===== src/design/vcsd_pkg.sv =====
// shared types, constants and helper functions of the vehicle can signal decoder
package vcsd_pkg;

  localparam int unsigned RATIO_FRAC_BITS = 8;

  localparam int unsigned IN_TDATA_W  = 80;
  localparam int unsigned OUT_TDATA_W = 72;
  localparam int unsigned CFG_INDEX_W = 2;
  localparam int unsigned CFG_DATA_W  = 16;

  localparam logic [10:0] ID_THROTTLE = 11'h17C;
  localparam logic [10:0] ID_RPM      = 11'h1DC;
  localparam logic [10:0] ID_SPEED    = 11'h158;
  localparam logic [10:0] ID_LAMPS    = 11'h1A6;
  localparam logic [10:0] ID_GEAR     = 11'h13C;
  localparam logic [10:0] ID_SIGNALS  = 11'h294;
  localparam logic [10:0] ID_TEMPS    = 11'h324;
  localparam logic [10:0] ID_VTEC     = 11'h320;

  typedef enum logic [CFG_INDEX_W-1:0] {
    CFG_RPM_ON,
    CFG_RPM_OFF,
    CFG_THR_ON,
    CFG_THR_OFF
  } cfg_index_e;

  localparam int unsigned LB_REVERSE = 0;
  localparam int unsigned LB_AC      = 1;
  localparam int unsigned LB_BRAKE   = 2;
  localparam int unsigned LB_CRUISE  = 3;
  localparam int unsigned LB_RIGHT   = 4;
  localparam int unsigned LB_LEFT    = 5;
  localparam int unsigned LB_WIPER   = 6;
  localparam int unsigned LB_CLUTCH  = 7;

  localparam logic [3:0] GEAR_NEUTRAL = 4'd0;
  localparam logic [3:0] GEAR_REVERSE = 4'd7;
  localparam logic [3:0] GEAR_CLUTCH  = 4'd8;

  localparam logic [2:0] HL_UNKNOWN = 3'd4;

  // 0.074673 in q0.24
  localparam logic [20:0] RATIO_K = 21'd1252805;

  localparam int unsigned WIN_N = 6;
  localparam logic [23:0] WIN_LO [WIN_N] = '{
    24'd917229, 24'd572743, 24'd401201, 24'd301253, 24'd233028, 24'd181649
  };
  localparam logic [23:0] WIN_HI [WIN_N] = '{
    24'd1121058, 24'd700019, 24'd490356, 24'd368198, 24'd284812, 24'd222016
  };

  typedef struct packed {
    logic [4:0]  pad;
    logic [7:0]  byte7;
    logic [7:0]  byte6;
    logic [7:0]  byte5;
    logic [7:0]  byte4;
    logic [7:0]  byte3;
    logic [7:0]  byte2;
    logic [7:0]  byte1;
    logic [7:0]  byte0;
    logic [10:0] frame_id;
  } in_item_t;

  typedef struct packed {
    logic [2:0]        pad;
    logic signed [8:0] intake_temp;
    logic signed [8:0] water_temp;
    logic [2:0]        headlight_mode;
    logic [7:0]        lamp_bits;
    logic [3:0]        gear_code;
    logic [8:0]        road_speed;
    logic [6:0]        throttle_pct;
    logic [15:0]       engine_rpm;
    logic              vtec_seen;
    logic              rpm_high;
    logic              throttle_high;
    logic              exhaust_open;
  } out_item_t;

  typedef struct packed {
    logic load;
    logic decode;
    logic mul;
    logic init;
    logic step;
    logic win;
    logic emit;
  } vcsd_cmd_t;

  typedef struct packed {
    logic need_est;
    logic out_free;
  } vcsd_stat_t;

  // raw / 654 as (raw >> 1) * ceil(2^23 / 327) >> 23
  function automatic logic [6:0] throttle_div(input logic [15:0] raw);
    logic [29:0] prod;
    prod = raw[15:1] * 15'd25654;
    return prod[29:23];
  endfunction

  // raw / 160 as (raw >> 5) * ceil(2^14 / 5) >> 14
  function automatic logic [8:0] speed_div(input logic [15:0] raw);
    logic [22:0] prod;
    prod = raw[15:5] * 12'd3277;
    return prod[22:14];
  endfunction

endpackage


===== src/design/vcsd_ctrl.sv =====
// control state machine sequencing decode, ratio division and result hand-off
module vcsd_ctrl #(
  parameter int unsigned RatioFracBits = vcsd_pkg::RATIO_FRAC_BITS
) (
  input  logic                 clk_i,
  input  logic                 rst_ni,
  input  logic                 in_tvalid_i,
  output logic                 in_tready_o,
  input  vcsd_pkg::vcsd_stat_t stat_i,
  output vcsd_pkg::vcsd_cmd_t  cmd_o
);
  import vcsd_pkg::*;

  localparam int unsigned QW    = 8 + RatioFracBits;
  localparam int unsigned CNT_W = $clog2(QW);

  typedef enum logic [2:0] {
    ST_IDLE,
    ST_DECODE,
    ST_MUL,
    ST_INIT,
    ST_DIV,
    ST_WIN,
    ST_EMIT
  } state_e;

  state_e           state_q;
  logic [CNT_W-1:0] cnt_q;

  always_comb begin
    cmd_o        = '0;
    cmd_o.load   = (state_q == ST_IDLE) && in_tvalid_i;
    cmd_o.decode = (state_q == ST_DECODE);
    cmd_o.mul    = (state_q == ST_MUL);
    cmd_o.init   = (state_q == ST_INIT);
    cmd_o.step   = (state_q == ST_DIV);
    cmd_o.win    = (state_q == ST_WIN);
    cmd_o.emit   = (state_q == ST_EMIT) && stat_i.out_free;
  end

  assign in_tready_o = (state_q == ST_IDLE);

  always_ff @(posedge clk_i or negedge rst_ni) begin
    if (!rst_ni) begin
      state_q <= ST_IDLE;
      cnt_q   <= '0;
    end else begin
      case (state_q)
        ST_IDLE: begin
          if (in_tvalid_i) begin
            state_q <= ST_DECODE;
          end
        end
        ST_DECODE: begin
          state_q <= stat_i.need_est ? ST_MUL : ST_EMIT;
        end
        ST_MUL: begin
          state_q <= ST_INIT;
        end
        ST_INIT: begin
          state_q <= ST_DIV;
          cnt_q   <= '0;
        end
        ST_DIV: begin
          if (cnt_q == CNT_W'(QW - 1)) begin
            state_q <= ST_WIN;
            cnt_q   <= '0;
          end else begin
            cnt_q <= cnt_q + 1'b1;
          end
        end
        ST_WIN: begin
          state_q <= ST_EMIT;
        end
        ST_EMIT: begin
          if (stat_i.out_free) begin
            state_q <= ST_IDLE;
          end
        end
        default: begin
          state_q <= ST_IDLE;
          cnt_q   <= '0;
        end
      endcase
    end
  end

  a_load_then_decode: assert property (@(posedge clk_i) disable iff (!rst_ni)
    cmd_o.load |=> state_q == ST_DECODE)
    else $error("accepted frame not followed by decode");

  a_cnt_idle_zero: assert property (@(posedge clk_i) disable iff (!rst_ni)
    state_q != ST_DIV |-> cnt_q == '0)
    else $error("division counter running outside division");

  a_emit_to_idle: assert property (@(posedge clk_i) disable iff (!rst_ni)
    cmd_o.emit |=> state_q == ST_IDLE && !cmd_o.decode)
    else $error("emit not followed by idle");

endmodule


===== src/design/vcsd_datapath.sv =====
// frame capture, signal decode, snapshot registers, ratio divider and result register
module vcsd_datapath #(
  parameter int unsigned RatioFracBits = vcsd_pkg::RATIO_FRAC_BITS
) (
  input  logic                                 clk_i,
  input  logic                                 rst_ni,
  input  vcsd_pkg::vcsd_cmd_t                  cmd_i,
  output vcsd_pkg::vcsd_stat_t                 stat_o,
  input  logic [vcsd_pkg::IN_TDATA_W-1:0]      in_tdata_i,
  input  logic                                 cfg_we_i,
  input  logic [vcsd_pkg::CFG_INDEX_W-1:0]     cfg_index_i,
  input  logic [vcsd_pkg::CFG_DATA_W-1:0]      cfg_wdata_i,
  output logic [vcsd_pkg::OUT_TDATA_W-1:0]     out_tdata_o,
  output logic                                 out_tvalid_o,
  input  logic                                 out_tready_i
);
  import vcsd_pkg::*;

  localparam int unsigned QW     = 8 + RatioFracBits;
  localparam int unsigned PROD_W = 37;
  localparam int unsigned SHIFT  = 24 - RatioFracBits;
  localparam int unsigned NUMT_W = PROD_W - SHIFT;

  localparam logic [7:0] CRUISE_ON      = 8'h48;
  localparam logic [7:0] BRAKE_ON       = 8'h20;
  localparam logic [7:0] CLUTCH_RELEASE = 8'h04;
  localparam logic [3:0] NIB_REVERSE    = 4'h4;
  localparam logic [3:0] NIB_AC         = 4'h4;
  localparam logic [3:0] NIB_RIGHT      = 4'h4;
  localparam logic [3:0] NIB_LEFT       = 4'h2;
  localparam logic [3:0] NIB_WIPER      = 4'hC;

  in_item_t          frame_q;
  logic [15:0]       rpm_on_q, rpm_off_q;
  logic [6:0]        thr_on_q, thr_off_q;

  logic              thr_flag_q, thr_flag_d;
  logic              rpm_hi_q, rpm_hi_d;
  logic [15:0]       rpm_q, rpm_d;
  logic [6:0]        thr_q, thr_d;
  logic [8:0]        speed_q, speed_d;
  logic [3:0]        gear_q, gear_d;
  logic [7:0]        lamp_q, lamp_d;
  logic [2:0]        head_q, head_d;
  logic [8:0]        water_q, water_d;
  logic [8:0]        intake_q, intake_d;

  logic [NUMT_W-1:0] numt_q;
  logic [8:0]        rem_q;
  logic [QW-1:0]     acc_q;
  logic              sat_q;

  out_item_t         out_q;
  logic              out_valid_q;

  logic [PROD_W-1:0] prod;
  logic [9:0]        trial;
  logic [9:0]        diff;
  logic              ge;
  logic [QW-1:0]     quot;
  logic [23:0]       r16;
  logic [3:0]        win_gear;
  logic [3:0]        nib;

  assign stat_o.need_est = (frame_q.frame_id == ID_GEAR) && !lamp_q[LB_REVERSE]
                           && (frame_q.byte6 == CLUTCH_RELEASE) && (speed_q != '0);
  assign stat_o.out_free = !out_valid_q || out_tready_i;

  // ratio divider datapath
  assign prod  = rpm_q * RATIO_K;
  assign trial = {rem_q, acc_q[QW-1]};
  assign diff  = trial - {1'b0, speed_q};
  assign ge    = trial >= {1'b0, speed_q};
  assign quot  = sat_q ? '1 : acc_q;
  assign r16   = 24'(quot) << (16 - RatioFracBits);

  always_comb begin
    win_gear = GEAR_NEUTRAL;
    for (int i = WIN_N - 1; i >= 0; i--) begin
      if (r16 > WIN_LO[i] && r16 < WIN_HI[i]) begin
        win_gear = 4'(i + 1);
      end
    end
  end

  always_comb begin
    thr_flag_d = thr_flag_q;
    rpm_hi_d   = rpm_hi_q;
    rpm_d      = rpm_q;
    thr_d      = thr_q;
    speed_d    = speed_q;
    gear_d     = gear_q;
    lamp_d     = lamp_q;
    head_d     = head_q;
    water_d    = water_q;
    intake_d   = intake_q;
    nib        = frame_q.byte0[3:0];
    if (cmd_i.decode) begin
      case (frame_q.frame_id)
        ID_THROTTLE: begin
          thr_d = throttle_div({frame_q.byte0, frame_q.byte1});
          if (thr_d > thr_on_q) begin
            thr_flag_d = 1'b1;
          end else if (thr_d < thr_off_q) begin
            thr_flag_d = 1'b0;
          end
          lamp_d[LB_CRUISE] = (frame_q.byte4 == CRUISE_ON);
          lamp_d[LB_BRAKE]  = (frame_q.byte6 == BRAKE_ON);
        end
        ID_RPM: begin
          rpm_d = {frame_q.byte1, frame_q.byte2};
          if (rpm_d > rpm_on_q) begin
            rpm_hi_d = 1'b1;
          end else if (rpm_d < rpm_off_q) begin
            rpm_hi_d = 1'b0;
          end
        end
        ID_SPEED: begin
          speed_d = speed_div({frame_q.byte0, frame_q.byte1});
        end
        ID_LAMPS: begin
          lamp_d[LB_REVERSE] = (frame_q.byte2[3:0] == NIB_REVERSE);
          lamp_d[LB_AC]      = (frame_q.byte2[7:4] == NIB_AC);
          head_d             = nib[3] ? HL_UNKNOWN : {1'b0, nib[1:0]};
        end
        ID_GEAR: begin
          if (lamp_q[LB_REVERSE]) begin
            gear_d = GEAR_REVERSE;
          end else if (frame_q.byte6 != CLUTCH_RELEASE) begin
            lamp_d[LB_CLUTCH] = 1'b1;
            gear_d            = GEAR_CLUTCH;
          end else begin
            lamp_d[LB_CLUTCH] = 1'b0;
            if (speed_q == '0) begin
              gear_d = GEAR_NEUTRAL;
            end
          end
        end
        ID_SIGNALS: begin
          lamp_d[LB_RIGHT] = (frame_q.byte0[7:4] == NIB_RIGHT);
          lamp_d[LB_LEFT]  = (frame_q.byte0[7:4] == NIB_LEFT);
          lamp_d[LB_WIPER] = (frame_q.byte0[3:0] == NIB_WIPER);
        end
        ID_TEMPS: begin
          water_d  = {1'b0, frame_q.byte0} - 9'd40;
          intake_d = {1'b0, frame_q.byte1} - 9'd40;
        end
        default: ;
      endcase
    end
    if (cmd_i.win) begin
      gear_d = win_gear;
    end
  end

  always_ff @(posedge clk_i or negedge rst_ni) begin
    if (!rst_ni) begin
      rpm_on_q    <= 16'd5000;
      rpm_off_q   <= 16'd4800;
      thr_on_q    <= 7'd50;
      thr_off_q   <= 7'd45;
      thr_flag_q  <= 1'b0;
      rpm_hi_q    <= 1'b0;
      rpm_q       <= '0;
      thr_q       <= '0;
      speed_q     <= '0;
      gear_q      <= GEAR_NEUTRAL;
      lamp_q      <= '0;
      head_q      <= '0;
      water_q     <= '0;
      intake_q    <= '0;
      out_valid_q <= 1'b0;
    end else begin
      if (cfg_we_i) begin
        case (cfg_index_e'(cfg_index_i))
          CFG_RPM_ON:  rpm_on_q  <= cfg_wdata_i;
          CFG_RPM_OFF: rpm_off_q <= cfg_wdata_i;
          CFG_THR_ON:  thr_on_q  <= cfg_wdata_i[6:0];
          CFG_THR_OFF: thr_off_q <= cfg_wdata_i[6:0];
          default: ;
        endcase
      end
      thr_flag_q <= thr_flag_d;
      rpm_hi_q   <= rpm_hi_d;
      rpm_q      <= rpm_d;
      thr_q      <= thr_d;
      speed_q    <= speed_d;
      gear_q     <= gear_d;
      lamp_q     <= lamp_d;
      head_q     <= head_d;
      water_q    <= water_d;
      intake_q   <= intake_d;
      if (cmd_i.emit) begin
        out_valid_q <= 1'b1;
      end else if (out_tready_i) begin
        out_valid_q <= 1'b0;
      end
    end
  end

  always_ff @(posedge clk_i) begin
    if (cmd_i.load) begin
      frame_q <= in_tdata_i;
    end
    if (cmd_i.mul) begin
      numt_q <= prod[PROD_W-1:SHIFT];
    end
    if (cmd_i.init) begin
      sat_q <= 9'(numt_q[NUMT_W-1:QW]) >= speed_q;
      rem_q <= 9'(numt_q[NUMT_W-1:QW]);
      acc_q <= numt_q[QW-1:0];
    end
    if (cmd_i.step) begin
      rem_q <= ge ? diff[8:0] : trial[8:0];
      acc_q <= {acc_q[QW-2:0], ge};
    end
    if (cmd_i.emit) begin
      out_q.pad            <= '0;
      out_q.exhaust_open   <= thr_flag_q & rpm_hi_q & (frame_q.frame_id == ID_VTEC);
      out_q.throttle_high  <= thr_flag_q;
      out_q.rpm_high       <= rpm_hi_q;
      out_q.vtec_seen      <= (frame_q.frame_id == ID_VTEC);
      out_q.engine_rpm     <= rpm_q;
      out_q.throttle_pct   <= thr_q;
      out_q.road_speed     <= speed_q;
      out_q.gear_code      <= gear_q;
      out_q.lamp_bits      <= lamp_q;
      out_q.headlight_mode <= head_q;
      out_q.water_temp     <= water_q;
      out_q.intake_temp    <= intake_q;
    end
  end

  assign out_tdata_o  = out_q;
  assign out_tvalid_o = out_valid_q;

  a_rem_below_divisor: assert property (@(posedge clk_i) disable iff (!rst_ni)
    cmd_i.step && !sat_q |-> rem_q < speed_q)
    else $error("partial remainder not below divisor");

  a_exhaust_consistent: assert property (@(posedge clk_i) disable iff (!rst_ni)
    out_valid_q |-> !out_q.exhaust_open
                    || (out_q.vtec_seen && out_q.throttle_high && out_q.rpm_high))
    else $error("exhaust open without its conditions");

  a_est_only_gear_frame: assert property (@(posedge clk_i) disable iff (!rst_ni)
    cmd_i.mul |-> frame_q.frame_id == ID_GEAR && speed_q != '0)
    else $error("ratio estimate started for wrong frame");

endmodule


===== src/design/vehicle_can_signal_decoder.sv =====
// top level of the vehicle can signal decoder
//
// input stream: one transaction per received frame, tdata carries the 11-bit
// identifier and eight data bytes; every frame yields exactly one output
// transaction holding the updated vehicle snapshot (rpm, throttle, speed,
// gear, lamp bits, headlight mode, temperatures and the hysteresis flags)
// configuration: single-cycle writes of the rpm and throttle on/off levels,
// to be done while no frame is in flight
// sequence: a plain frame is captured, decoded and then handed to the output
// register; a gear frame that needs the ratio estimate passes through multiply,
// divider init, division and gear window steps before the hand-off, the restoring
// divider retiring one quotient bit per cycle
// one frame is in work at a time; tready rises again once its result sits
// in the output register, so the next frame is taken while that result waits
// a stalled receiver holds the result; a finished frame then waits in the
// hand-off state until the output register frees
// reset: snapshot cleared to zero (gear neutral, headlights off) and levels
// back to 5000/4800 rpm and 50/45 percent
module vehicle_can_signal_decoder #(
  parameter int unsigned RatioFracBits = vcsd_pkg::RATIO_FRAC_BITS
) (
  input  logic                                 clk_i,
  input  logic                                 rst_ni,
  input  logic                                 s_axis_tvalid,
  output logic                                 s_axis_tready,
  // frame_id, byte0 .. byte7, zero pad
  input  logic [vcsd_pkg::IN_TDATA_W-1:0]      s_axis_tdata,
  output logic                                 m_axis_tvalid,
  input  logic                                 m_axis_tready,
  // exhaust_open, throttle_high, rpm_high, vtec_seen, engine_rpm, throttle_pct,
  // road_speed, gear_code, lamp_bits, headlight_mode, water_temp, intake_temp, zero pad
  output logic [vcsd_pkg::OUT_TDATA_W-1:0]     m_axis_tdata,
  input  logic                                 cfg_we_i,
  input  logic [vcsd_pkg::CFG_INDEX_W-1:0]     cfg_index_i,
  input  logic [vcsd_pkg::CFG_DATA_W-1:0]      cfg_wdata_i
);
  import vcsd_pkg::*;

  vcsd_cmd_t  cmd;
  vcsd_stat_t stat;

  vcsd_ctrl #(
    .RatioFracBits(RatioFracBits)
  ) u_ctrl (
    .clk_i      (clk_i),
    .rst_ni     (rst_ni),
    .in_tvalid_i(s_axis_tvalid),
    .in_tready_o(s_axis_tready),
    .stat_i     (stat),
    .cmd_o      (cmd)
  );

  vcsd_datapath #(
    .RatioFracBits(RatioFracBits)
  ) u_datapath (
    .clk_i       (clk_i),
    .rst_ni      (rst_ni),
    .cmd_i       (cmd),
    .stat_o      (stat),
    .in_tdata_i  (s_axis_tdata),
    .cfg_we_i    (cfg_we_i),
    .cfg_index_i (cfg_index_i),
    .cfg_wdata_i (cfg_wdata_i),
    .out_tdata_o (m_axis_tdata),
    .out_tvalid_o(m_axis_tvalid),
    .out_tready_i(m_axis_tready)
  );

endmodule

===== config.mk =====
export PLATFORM = sky130hd
export DESIGN_NAME = vehicle_can_signal_decoder
export DESIGN_NICKNAME = d
export VERILOG_FILES = /design/src/design/vcsd_pkg.sv /design/src/design/vcsd_ctrl.sv /design/src/design/vcsd_datapath.sv /design/src/design/vehicle_can_signal_decoder.sv
export SDC_FILE = /design/constraint.sdc
export NUM_CORES = 1
export LEC_CHECK = 0
export BUFFER_PORTS_ARGS = -buffer_cell sky130_fd_sc_hd__buf_2
export CAP_MARGIN = 25
export CELL_PAD_IN_SITES_DETAIL_PLACEMENT = 1
export CELL_PAD_IN_SITES_GLOBAL_PLACEMENT = 1
export CORE_ASPECT_RATIO = 1.4
export CORE_UTILIZATION = 45
export DETAILED_ROUTE_END_ITERATION = 6
export PLACE_DENSITY = 0.83
export SLEW_MARGIN = 20
export SYNTH_ARGS = -nofsm -noshare
export SYNTH_HDL_FRONTEND = slang
export SYNTH_SLANG_ARGS = --single-unit

===== constraint.sdc =====
create_clock -name clk_i -period 6.68 [get_ports clk_i]
set_clock_uncertainty 0.05 [all_clocks]
set_input_delay 0.334 -clock clk_i [delete_from_list [all_inputs] [get_ports clk_i]]
set_output_delay 0.334 -clock clk_i [all_outputs]
set_load 0.005 [all_outputs]

# Yosys cells after proc, flatten, opt, wreduce, memory -nomap -nowiden
# Index checks and enable logic that the tools add are counted.
# word_totals
reg_bits,288
word_cells,174
# op_classes
add_sub_neg,4
multipliers,3
order_cmp,18
eq_ne,30
n_mux,33
bitwise,3
n_reduce_logical,41
# op_table
operator,n
$lt 24x19->1 const B,3
$eq 11x9->1 const B,5
$gt 24x18->1 const B,2
$gt 24x19->1 const B,2
$gt 24x20->1 const B,2
$mux 16,3
$mux 4,12
$mul 16x21->37 const B,1
$eq 11x10->1 const B,3
$mul 15x14->29 const B,1
$mux 9,3
$lt 24x18->1 const B,1
$lt 24x20->1 const B,1
$lt 24x21->1 const B,1
$mul 11x12->23 const B,1
$pmux 3 s7,1
$reduce_and 2->1,10
$mux 3,6
$sub 8x6->9 const B,2
$gt 16x16->1,1
$lt 16x16->1,1
$reduce_and 3->1,5
$eq 4x3->1 const B,3
$reduce_bool 2->1,6
other kinds (32),56

# Depth between registers and ports, before layout
# Gate-level depths: netlist of run 1.
# logic_depth
word_depth,10
depth_mapped,30

# Cells and area by module
# Synthesis of run 1 repeated with hierarchy kept, for this count alone.
# hier_totals
hier_cells,1940
hier_area_um2,22501.6
# modules_own_cells
module,instances,cells_per_inst,area_each_um2,seq_area_each_um2
vcsd_datapath,1,1894,22076.2,7887.6
vcsd_ctrl,1,46,425.4,175.2

# Worst setup path after synthesis of run 1
# Ideal clock, no wire load.
# synth_timing
path_type,reg-to-reg
start,reg u_datapath.frame_q[14] (netlist name)
end,reg u_datapath.thr_flag_q
setup_ns,0.136
arrival_time_ns,6.069
t_required_ns,6.494
setup_slack_ns,0.426
path_stages_with_launch,31
period_less_slack_ns,6.254
cell_sequence,edfxtp_1 -> inv_1 -> ha_1 -> inv_1 -> fa_1 -> inv_1 -> ha_1 -> inv_1 -> fa_1 -> inv_1 -> fa_1 -> inv_1 -> fa_1 -> inv_1 -> ha_1 -> a211oi_1 -> nor2_1 -> o31a_1 -> o31ai_4 -> nand2b_1 -> xor2_1 -> ha_1 -> nor2b_1 -> o21ai_0 -> nand2b_1 -> a21oi_1 -> nor2b_1 -> o21ai_0 -> nand2b_1 -> a21oi_1 -> o31ai_1
# synth_between
elab_chain_len,4
# synth_lines
item,line_no,rtl
"start, declared",vcsd_datapath.sv:33,in_item_t frame_q;
"start signal, assigned",vcsd_datapath.sv:203,frame_q <= in_tdata_i;
$mul 15x14->29 *,vcsd_pkg.sv:100,prod = raw[15:1] * 15'd25654;
$lt 7x7->1 / $gt 7x7->1 (equally long branches),"vcsd_datapath.sv:104, vcsd_datapath.sv:102",
$reduce_bool 2->1 (no source line),n/a,
$reduce_and 3->1 (no source line),n/a,
"end signal, assigned",vcsd_datapath.sv:183,thr_flag_q <= thr_flag_d;
"end, declared",vcsd_datapath.sv:37,"logic thr_flag_q, thr_flag_d;"
# Every way passes the cells marked *; elsewhere a longest branch is shown, timed or not.
# A chain may end at the register's enable or synchronous reset.

# Worst setup path in the final report of run 1
# layout_timing
start,reg u_datapath.frame_q[16] (netlist name)
end,reg u_datapath.thr_flag_q
# The elaborated chain is that of the path after synthesis.

==> flow_summary.ini, run 1 <==
[status]
status = complete, but fails checks
violations = setup timing

[drt]
ant_nets = 0
wire_per_inst_um = 22.9
num_vias = 15971
viasPerCell = 5.50
drt-total-wl_um = 66400
drt-initial-drc-count = 696
first_pass_iters = 4
drc = 0

[hold_path]
hold_depth = 3
hold_class = input pin to register
hold_end = u_datapath.rpm_on_q[6]
min_from = cfg_wdata_i[6]

[synth]
yosys.area.top_type = edfxtp_1
avgSynthCellArea_um2 = 11.4
async_flop_share_pct = 42.0
yosys_warnings = 0
synth_top_family_by_area = adder cells
synth_seq_cells = 288
postSynthCellCount = 1963
synth_edf_count = 167
yosys-top-cells-area = edfxtp_1, ha_1, fa_1, dfrtp_1, inv_1
synth_fa_ha_area_share_pct = 37.7
synthXorXnorAreaFrac_pct = 2.00
synthFlopType = edfxtp_1
synth.top_cell.area_share_pct = 22.4
synthSimpleGateAreaFrac_pct = 7.65
synth.area.mux_share_pct = 2.60
ys_top_cells_by_count = ha_1, inv_1, fa_1
synth_most_common_cell = ha_1
yosysSeqAreaShare_pct = 36.1
yosysUniqueCellTypes = 72
synth_area_um2 = 22300
synth_compound_area_share_pct = 7.48

[setup_path]
critPathMaxFanout = 5
cp.depth = 25
slowest_stage = fa_1
crit_top_cell = ha_1
arrival_ns = 7.15
r2r_slack_ns = -0.04
reg2reg_to = u_datapath.thr_flag_q
r2r_start = u_datapath.frame_q[16]
crit_buf_inv = 3
worstPathRequired_ns = 7.11
crit_type = register to register
cp-end-kind = register
crit_family = adder cells
r2r_cells = 25
worstSetupStartpointType = register
crit_path_max_incr_delay_ns = 0.55

[global_route]
track_usage_pct = 26.1
antenna_found_initial = 2
grt_pass1_vias = 18299
overflow = 0
grt_pass1_wl_um = 100000
grt_start_max_net_pins = 79

[cells_and_area]
fillCellCount = 5195
stdcell_count = 2902
final_net_count = 2910
drive_gt1_share_pct = 16.5
syn2layout_area_growth_pct = 17.0

[flow_run]
max_cap_viol_count = 0

[placed_design]
io_buffers = 144
hpwl_um = 49200
dp.cells = 2756
place_congestion = 0.924

[floorplan]
dieWidth_um = 190
die_area_um2 = 50600
die_y_um = 266
core_um2 = 49000
io_pins = 177
std_cell_rows = 96
initial_utilization_pct = 45.6

[pwr]
powerDensity_nw_per_um2 = 440
p_total_mw = 11.5
irDropWorstVdd_v = 0.000319
p_leak_nw = 13.2

[clock_network]
clock-sinks = 288
cts-root-buf = clkbuf_16
htree_levels = 1
clockBufferDepth = 3
cts_tree = built
insertion_delay_ns = 0.61
cts_buffers = 31
path_clk_slew_ns = 0.07

[sta]
relSlewSlack_pct = 36.1
maxSlewViolCount = 0
max_freq_ghz = 0.149
fin_crit_sh_pct = 101
finalWorstSetupSlack_ns = -0.0376
worst_slew_pin_slew_ns = 0.956
final-hold-violation-count = 0
finalSetupViolCount = 1
tns_ns = -0.0376
finalCriticalPeriod_ns = 6.72
==> stage by stage <==
stage | hold WS, ns | util (%) | setup WS (ns) | cell area, um^2
floorplan | -0.0116 | - | 0.426 | 22400
CTS | 0.00761 | 52.7 | 0.0185 | 25800
global placement | 0.235 | 49.2 | 0.189 | 24100
detailed placement | 0.247 | 49.2 | 0.0266 | 24100
finish | 0.0353 | 53.4 | -0.0376 | 26200
global route | 0.0160 | 53.4 | -0.258 | 26200
==> final cells by class <==
class | count | area [um^2] | share of cell area, %
Sequential cell | 288 | 8060 | 30.8
Multi-Input combinational cell | 1293 | 13000 | 49.8
Clock buffer | 42 | 868 | 3.32
Antenna cell | 1 | 2.50 | 0.00957
Inverter | 350 | 1310 | 5.02
Tap cell | 637 | 797 | 3.05
Clock inverter | 16 | 188 | 0.718
Timing Repair Buffer | 275 | 1900 | 7.27
==> what timing repair did <==
| item | CTS | global route |
|---|---|---|
| setup endpoints to repair | 1 | 1 |
| hold endpoints to repair | 136 | 0 |
| hold buffers | 67 | 0 |
| setup buffers | 0 | 19 |
| pin swaps | 0 | 21 |
| gates resized for setup | 1 | 37 |
==> worst max-delay path by stage <==
stage                                      start                     to  slack (ns)
after floorplan           u_datapath.frame_q[14]  u_datapath.thr_flag_q        0.43
after global placement    u_datapath.frame_q[21]  u_datapath.thr_flag_q        0.19
after detailed placement  u_datapath.frame_q[14]  u_datapath.thr_flag_q        0.03
after CTS                 u_datapath.frame_q[14]  u_datapath.thr_flag_q        0.02
after global routing      u_datapath.frame_q[24]  u_datapath.thr_flag_q       -0.26
final                     u_datapath.frame_q[16]  u_datapath.thr_flag_q       -0.04
==> power breakdown <==
group	total, mW	switching (mW)	internal, mW
logic	7.06	4.08	2.98
registers	2.62	0.289	2.33
clock network	1.81	0.777	1.04
total	11.5	5.15	6.35
==> registers in the layout, indices dropped and copies added (netlist names), 7 cells and up <==
signal	flops
u_datapath.rpm_on_q	16
u_datapath.lamp_q	8
u_datapath.out_tdata_o	69
u_datapath.rpm_off_q	16
u_datapath.acc_q	16
u_datapath.thr_off_q	7
u_datapath.frame_q	51
u_datapath.rpm_q	16
u_datapath.numt_q	21
u_datapath.water_q	9
u_datapath.rem_q	9
u_datapath.intake_q	9
u_datapath.speed_q	9
u_datapath.thr_on_q	7
u_datapath.thr_q	7
==> worst reg2reg max path, stage by stage (launching register included) <==
cell and delay (ns):
edfxtp_1 0.50, ha_1 0.44, inv_1 0.11, ha_1 0.24
ha_2 0.44, inv_1 0.13, fa_1 0.56, inv_1 0.06
fa_1 0.46, ha_1 0.33, ha_1 0.35, a21o_1 0.19
a21oi_1 0.25, o21ai_0 0.26, o31ai_4 0.39, a211oi_2 0.14
a31o_1 0.27, nor2_2 0.13, xnor2_2 0.20, ha_1 0.32
nand4_1 0.13, nor2_1 0.07, nor3_1 0.14, nand2_1 0.07
o21ai_0 0.26, o31ai_2 0.11
==> layout by cell type (no fill, tap or decap), types with 7 or more instances in the layout <==
master / n
buf_4: 59
a211oi_1: 9
nand4_1: 25
nand2_1: 150
nor2b_1: 17
mux2_2: 48
ha_1: 384
inv_1: 339
nor2_1: 37
a21o_1: 29
o21a_1: 8
dfrtp_1: 105
clkbuf_1: 7
a21oi_1: 62
nor3_1: 23
and3_1: 7
fa_1: 175
dlygate4sd3_1: 67
ha_4: 7
o21ai_0: 100
dfstp_2: 16
buf_2: 143
clkbuf_16: 32
nand2b_1: 17
xnor2_1: 30
edfxtp_1: 167
a31oi_1: 11
inv_2: 11
o31ai_1: 7
nand3_1: 17
xor2_1: 16
==> per-layer routing <==
| layer | track usage, % | share of wire (%) | up-vias |
|---|---|---|---|
| li1 | - | - | 7223 |
| met3 | 2.55 | 3.2 | 184 |
| met5 | 0 | 0.017 | - |
| met4 | 13.0 | 5.4 | 2 |
| met2 | 50.1 | 55 | 422 |
| met1 | 27.9 | 37 | 8140 |
==> cells by family after synthesis <==
logic type,count (synthesis)
adders and majority gates,568
buffers and inverters,384
and+or+nand+nor,346
DFF,288
AOI/OAI and AO/OA,273
muxes,52
xor gates and xnor gates,51
other,1
(Power assumes the default switching activity.)
==> inputs of run 2 (changes only) <==
Settings changed: CELL_PAD_IN_SITES_DETAIL_PLACEMENT 1 to 2, CELL_PAD_IN_SITES_GLOBAL_PLACEMENT 1 to 2, CORE_UTILIZATION 45 to 38, SKIP_LAST_GASP set to 1, TNS_END_PERCENT set to 1.
==> run 2 against run 1 <==
  * The run ends with DRC, setup timing left
  * Final area up 2.4%
  * Non-clock buffer count up 22
  * Cell count up 4.4%
  * Largest power group unchanged
  * Critical endpoint unchanged
  * Clock power up 9.9%
  * Worst hold slack worse by 0.028 ns
  * Critical path depth up 3
  * Routed wire length up 38%
  * Die area up 18%
==> flow_summary.ini, run 2 (synthesis gave the netlist of run 1 again) <==
[clock_network]
cts-root-buf = clkbuf_16
path_clk_slew_ns = 0.08
cts_tree = built
clock-sinks = 288
cts_buffers = 34
insertion_delay_ns = 0.57
clockBufferDepth = 3
htree_levels = 2

[placed_design]
hpwl_um = 58300
io_buffers = 144
place_congestion = 0.895
placed_area_um2 = 24300
dp.cells = 2865

[sta]
maxSlewViolCount = 0
relSlewSlack_pct = 26.1
grt_setup_unrepaired = yes
max_freq_ghz = 0.143
finalCriticalPeriod_ns = 7.01
worst_slew_pin_slew_ns = 1.11
tns_ns = -0.330
final-hold-violation-count = 0
fin_crit_sh_pct = 105
finalWorstSetupSlack_ns = -0.330
finalSetupViolCount = 1

[pwr]
p_leak_nw = 13.4
powerDensity_nw_per_um2 = 505
irDropWorstVdd_v = 0.000324

[setup_path]
slowest_stage = edfxtp_1
worstPathRequired_ns = 7.03
critPathMaxFanout = 5
crit_top_cell = ha_1
r2r_slack_ns = -0.33
crit_buf_inv = 4
crit_family = adder cells
cp-end-kind = register
worstSetupStartpointType = register
arrival_ns = 7.36
crit_path_max_incr_delay_ns = 0.58
crit_type = register to register

[global_route]
grt_pass1_vias = 19830
grt_pass1_wl_um = 121000
grt_start_max_net_pins = 72
antenna_found_initial = 2
overflow = 0
track_usage_pct = 27.3

[cells_and_area]
final_net_count = 2935
final_util_pct = 46.3
final_area_um2 = 26800
layout.cells.most_common = ha_1
drive_gt1_share_pct = 19.7
fillCellCount = 5830
final_cell_mix = ha_1, inv_1, fa_1
syn2layout_area_growth_pct = 19.8
n_antenna_cell = 0
stdcell_count = 3031
largest_reg_flops = 69

[drt]
viasPerCell = 5.64
drt-total-wl_um = 91600
ant_nets = 0
drt-initial-drc-count = 841
num_vias = 17109
drc = 13
wire_per_inst_um = 30.2
first_pass_iters = 7

[floorplan]
io_pins = 177
core_um2 = 57800
die_area_um2 = 59800
std_cell_rows = 104
initial_utilization_pct = 38.7
dieWidth_um = 207
die_y_um = 289

[hold_path]
hold_class = input pin to register

[status]
status = complete, but fails checks
violations = DRC, setup timing

[flow_run]
max_cap_viol_count = 0
run 2: changes by cell type in the layout (fill, tap and decap cells not counted), sizes merged:
| cell | previous run | this run |
|---|---|---|
| buf | 208 | 234 |
| clkinv | 6 | 10 |
| clkinvlp | 3 | 2 |
| diode | 1 | 0 |
| dlygate4sd3 | 67 | 63 |
run 2: metal layers:
layer	part of all wire (%)	vias up	track usage (%)
li1	-	7269	-
met4	7.0	2	12.7
met3	3.9	338	3.59
met5	0.0065	-	0
met1	35	8912	28.8
met2	54	588	52.8
run 2: what timing repair did:
action / in CTS / in global routing
gates resized for setup: 18 / 75
hold buffers: 63 / 0
pin swaps: 10 / 35
buffers inserted: 8 / 33
endpoints found under the hold margin: 117 / 0
setup endpoints to repair: 1 / 3
run 2: area by class of cell:
cell class                 count  area (um^2)  area share [%]
tap                          742          928            3.47
timing repair buffer         297         2060            7.71
inverter                     350         1310            4.91
clock inverter                19          209           0.780
clock buffer                  42          911            3.40
multi-input combinational   1293        13300            49.6
sequential                   288         8060            30.1
run 2: worst reg2reg max path: cells and delay by family (launching register included):
family,cells,cell delay [ns]
flops,1,0.58
compound gates,6,1.23
buf+inv,4,0.54
xor+xnor,2,0.46
simple gates,8,1.22
fa+ha+maj,8,2.77
run 2: final timing paths:
kind                                             start                    endpoint  cells past startpoint
worst max-delay path            u_datapath.frame_q[23]       u_datapath.thr_flag_q                     28
worst min-delay path                    cfg_wdata_i[5]      u_datapath.rpm_on_q[5]                      3
worst max register to register  u_datapath.frame_q[23]       u_datapath.thr_flag_q                     28
worst min register to register    u_datapath.gear_q[2]  u_datapath.out_tdata_o[38]                      0
max in group asynchronous                       rst_ni         u_datapath.rpm_q[6]                      3
min in group asynchronous                       rst_ni         u_datapath.thr_q[1]                      2
run 2: stage by stage:
stage	setup slack, ns	hold slack, ns	power (mW)
final	-0.330	0.00708	13.5
after global routing	-0.423	0.0175	14.2
after CTS	0.0600	0.00506	11.9
after detailed placement	-0.225	0.293	9.51
after global placement	0.180	0.284	8.63
after floorplan	0.426	-0.0116	6.96
run 2: where the power goes:
| group | switching [mW] | leakage [nW] | total [mW] | internal, mW |
|---|---|---|---|---|
| Sequential | 0.310 | 3.12 | 2.64 | 2.33 |
| Clock | 0.884 | 0.550 | 1.99 | 1.10 |
| Combinational | 5.30 | 9.68 | 8.88 | 3.58 |
| Total | 6.50 | 13.4 | 13.5 | 7.02 |
==> inputs of run 3 (changes only) <==
Settings changed: ABC_AREA set to 1, CORE_UTILIZATION 38 to 36.
==> run 3 against run 2 <==
  * The flow finishes with violations (DRC)
  * Area after synthesis increased by 7.6%
  * Global-route usage decreased by 0.99 points
  * Fmax increased by 11%
  * First-iteration DRC count decreased by 10%
  * Cell count increased by 21%
  * Core utilization decreased by 4.0 points
  * Largest cell class unchanged
  * Largest power group unchanged
==> flow_summary.ini, run 3 <==
[setup_path]
crit_buf_inv = 9
reg2reg_to = u_datapath.thr_flag_q
worstSetupStartpointType = register
cp-end-kind = register
crit_family = adder cells
r2r_start = u_datapath.frame_q[14]
critPathMaxFanout = 4
crit_type = register to register
crit_top_cell = inv_1
arrival_ns = 6.77
slowest_stage = fa_1
crit_path_max_incr_delay_ns = 0.55
worstPathRequired_ns = 7.11
r2r_cells = 29
r2r_slack_ns = 0.34

[sta]
finalSetupViolCount = 0
worst_slew_pin_slew_ns = 0.858
tns_ns = 0
grt_setup_unrepaired = no
fin_crit_sh_pct = 94.9
max_freq_ghz = 0.158
final-hold-violation-count = 0
finalCriticalPeriod_ns = 6.34
maxSlewViolCount = 0
relSlewSlack_pct = 42.8

[synth]
ys_top_cells_by_count = inv_1, nand2_1, ha_1
yosys.area.top_type = edfxtp_1
synth.top_cell.area_share_pct = 20.8
yosysUniqueCellTypes = 59
async_flop_share_pct = 42.0
yosys-top-cells-area = edfxtp_1, ha_1, fa_1, dfrtp_1, inv_1
postSynthCellCount = 2525
yosysSeqAreaShare_pct = 33.5
synth_most_common_cell = inv_1
synth_area_um2 = 24100
avgSynthCellArea_um2 = 9.53
synth_seq_cells = 288
synth_edf_count = 167
yosys_warnings = 0
synthFlopType = edfxtp_1

[floorplan]
std_cell_rows = 111
core_um2 = 65800
initial_utilization_pct = 36.5
dieWidth_um = 220
die_area_um2 = 67900
die_y_um = 308
io_pins = 177

[clock_network]
cts_buffers = 36
cts_tree = built
htree_levels = 2
clockBufferDepth = 3
path_clk_slew_ns = 0.06
clock-sinks = 288
insertion_delay_ns = 0.59
cts-root-buf = clkbuf_16

[drt]
drt-initial-drc-count = 757
viasPerCell = 5.24
drc = 11
wire_per_inst_um = 23.8
num_vias = 19179
first_pass_iters = 7
drt-total-wl_um = 87200
ant_nets = 0

[global_route]
antenna_found_initial = 4
overflow = 0
track_usage_pct = 26.3
grt_start_max_net_pins = 70
grt_pass1_vias = 23007
grt_pass1_wl_um = 134000

[cells_and_area]
syn2layout_area_growth_pct = 16.0
layout.cells.most_common = inv_1
final_net_count = 3453
final_util_pct = 42.4
drive_gt1_share_pct = 10.6
stdcell_count = 3657
largest_reg_flops = 69
n_antenna_cell = 0
final_cell_mix = inv_1, nand2_1, ha_1
fillCellCount = 7129

[status]
status = complete, but fails checks
violations = DRC

[placed_design]
io_buffers = 144
dp.cells = 3527
place_congestion = 0.890
hpwl_um = 68000

[flow_run]
max_cap_viol_count = 0

[pwr]
irDropWorstVdd_v = 0.000264
p_leak_nw = 14.8
powerDensity_nw_per_um2 = 445

[hold_path]
min_from = cfg_wdata_i[1]
hold_depth = 3
hold_class = input pin to register
hold_end = u_datapath.thr_on_q[1]
-- run 3: stage by stage --
step           hold WS (ns)  area [um^2]  worst slack (ns)  total power, mW
4_1_cts             0.00786        27800             0.188             12.5
3_3_place_gp          0.320        26000             0.493             9.60
6_report             0.0260        27900             0.337             12.4
3_5_place_dp          0.332        26000             0.305             10.3
5_1_grt              0.0293        27900            0.0226             13.6
2_1_floorplan       -0.0116        24100             0.859             7.64
-- run 3: cell families after synthesis --
kind of cell	Yosys count	share of synthesized area (%)
DFF	288	33.5
AOI/OAI and AO/OA	353	8.29
buffers and inverters	551	8.70
other	1	0.0156
and+or+nand+nor	719	12.8
muxes	13	0.557
xor gates and xnor gates	32	1.17
adders and majority gates	568	35.0
-- run 3: layer usage --
| layer | global-route usage [%] | wire length [um] | vias to the layer above |
|---|---|---|---|
| li1 | - | - | 8763 |
| met1 | 27.2 | 31800 | 9759 |
| met2 | 50.8 | 47700 | 421 |
| met3 | 3.93 | 3120 | 230 |
| met4 | 12.4 | 4500 | 6 |
| met5 | 0 | 34 | - |
-- run 3: cell type report --
cell class	instances	area, um^2	share of cell area (%)
multi-input cells	1688	13900	50.0
flip-flops and latches	288	8060	28.9
inverters	528	1980	7.11
repair buffers	240	1610	5.76
well taps	847	1060	3.80
clock buffers	46	988	3.54
clock inverters	20	254	0.910
-- run 3: worst max path at each step --
stage | start | end | slack (ns) | cells past startpoint
2_1_floorplan | u_datapath.frame_q[14] | u_datapath.thr_flag_q | 0.86 | 30
3_3_place_gp | u_datapath.frame_q[15] | u_datapath.thr_flag_q | 0.49 | 30
3_5_place_dp | u_datapath.frame_q[12] | u_datapath.thr_flag_q | 0.31 | 26
4_1_cts | u_datapath.frame_q[21] | u_datapath.thr_flag_q | 0.19 | 29
5_1_grt | u_datapath.frame_q[12] | u_datapath.thr_flag_q | 0.02 | 26
6_report | u_datapath.frame_q[14] | u_datapath.thr_flag_q | 0.34 | 29
-- run 3: tightest hold or removal path: stages --
cell and delay, ns:
buf_2 0.10, inv_1 0.10, o21ai_0 0.11
-- run 3: timing repair --
| item | CTS | global route |
|---|---|---|
| hold endpoints to repair | 109 | 0 |
| gates resized for setup | 0 | 3 |
| buffers inserted | 0 | 7 |
| setup endpoints to repair | 0 | 1 |
| hold buffers | 56 | 0 |
-- run 3: power by group --
| group | switching (mW) | internal, mW | total [mW] |
|---|---|---|---|
| Clock | 0.913 | 1.16 | 2.07 |
| Sequential | 0.246 | 2.33 | 2.57 |
| Combinational | 4.99 | 2.79 | 7.77 |
| Total | 6.14 | 6.28 | 12.4 |
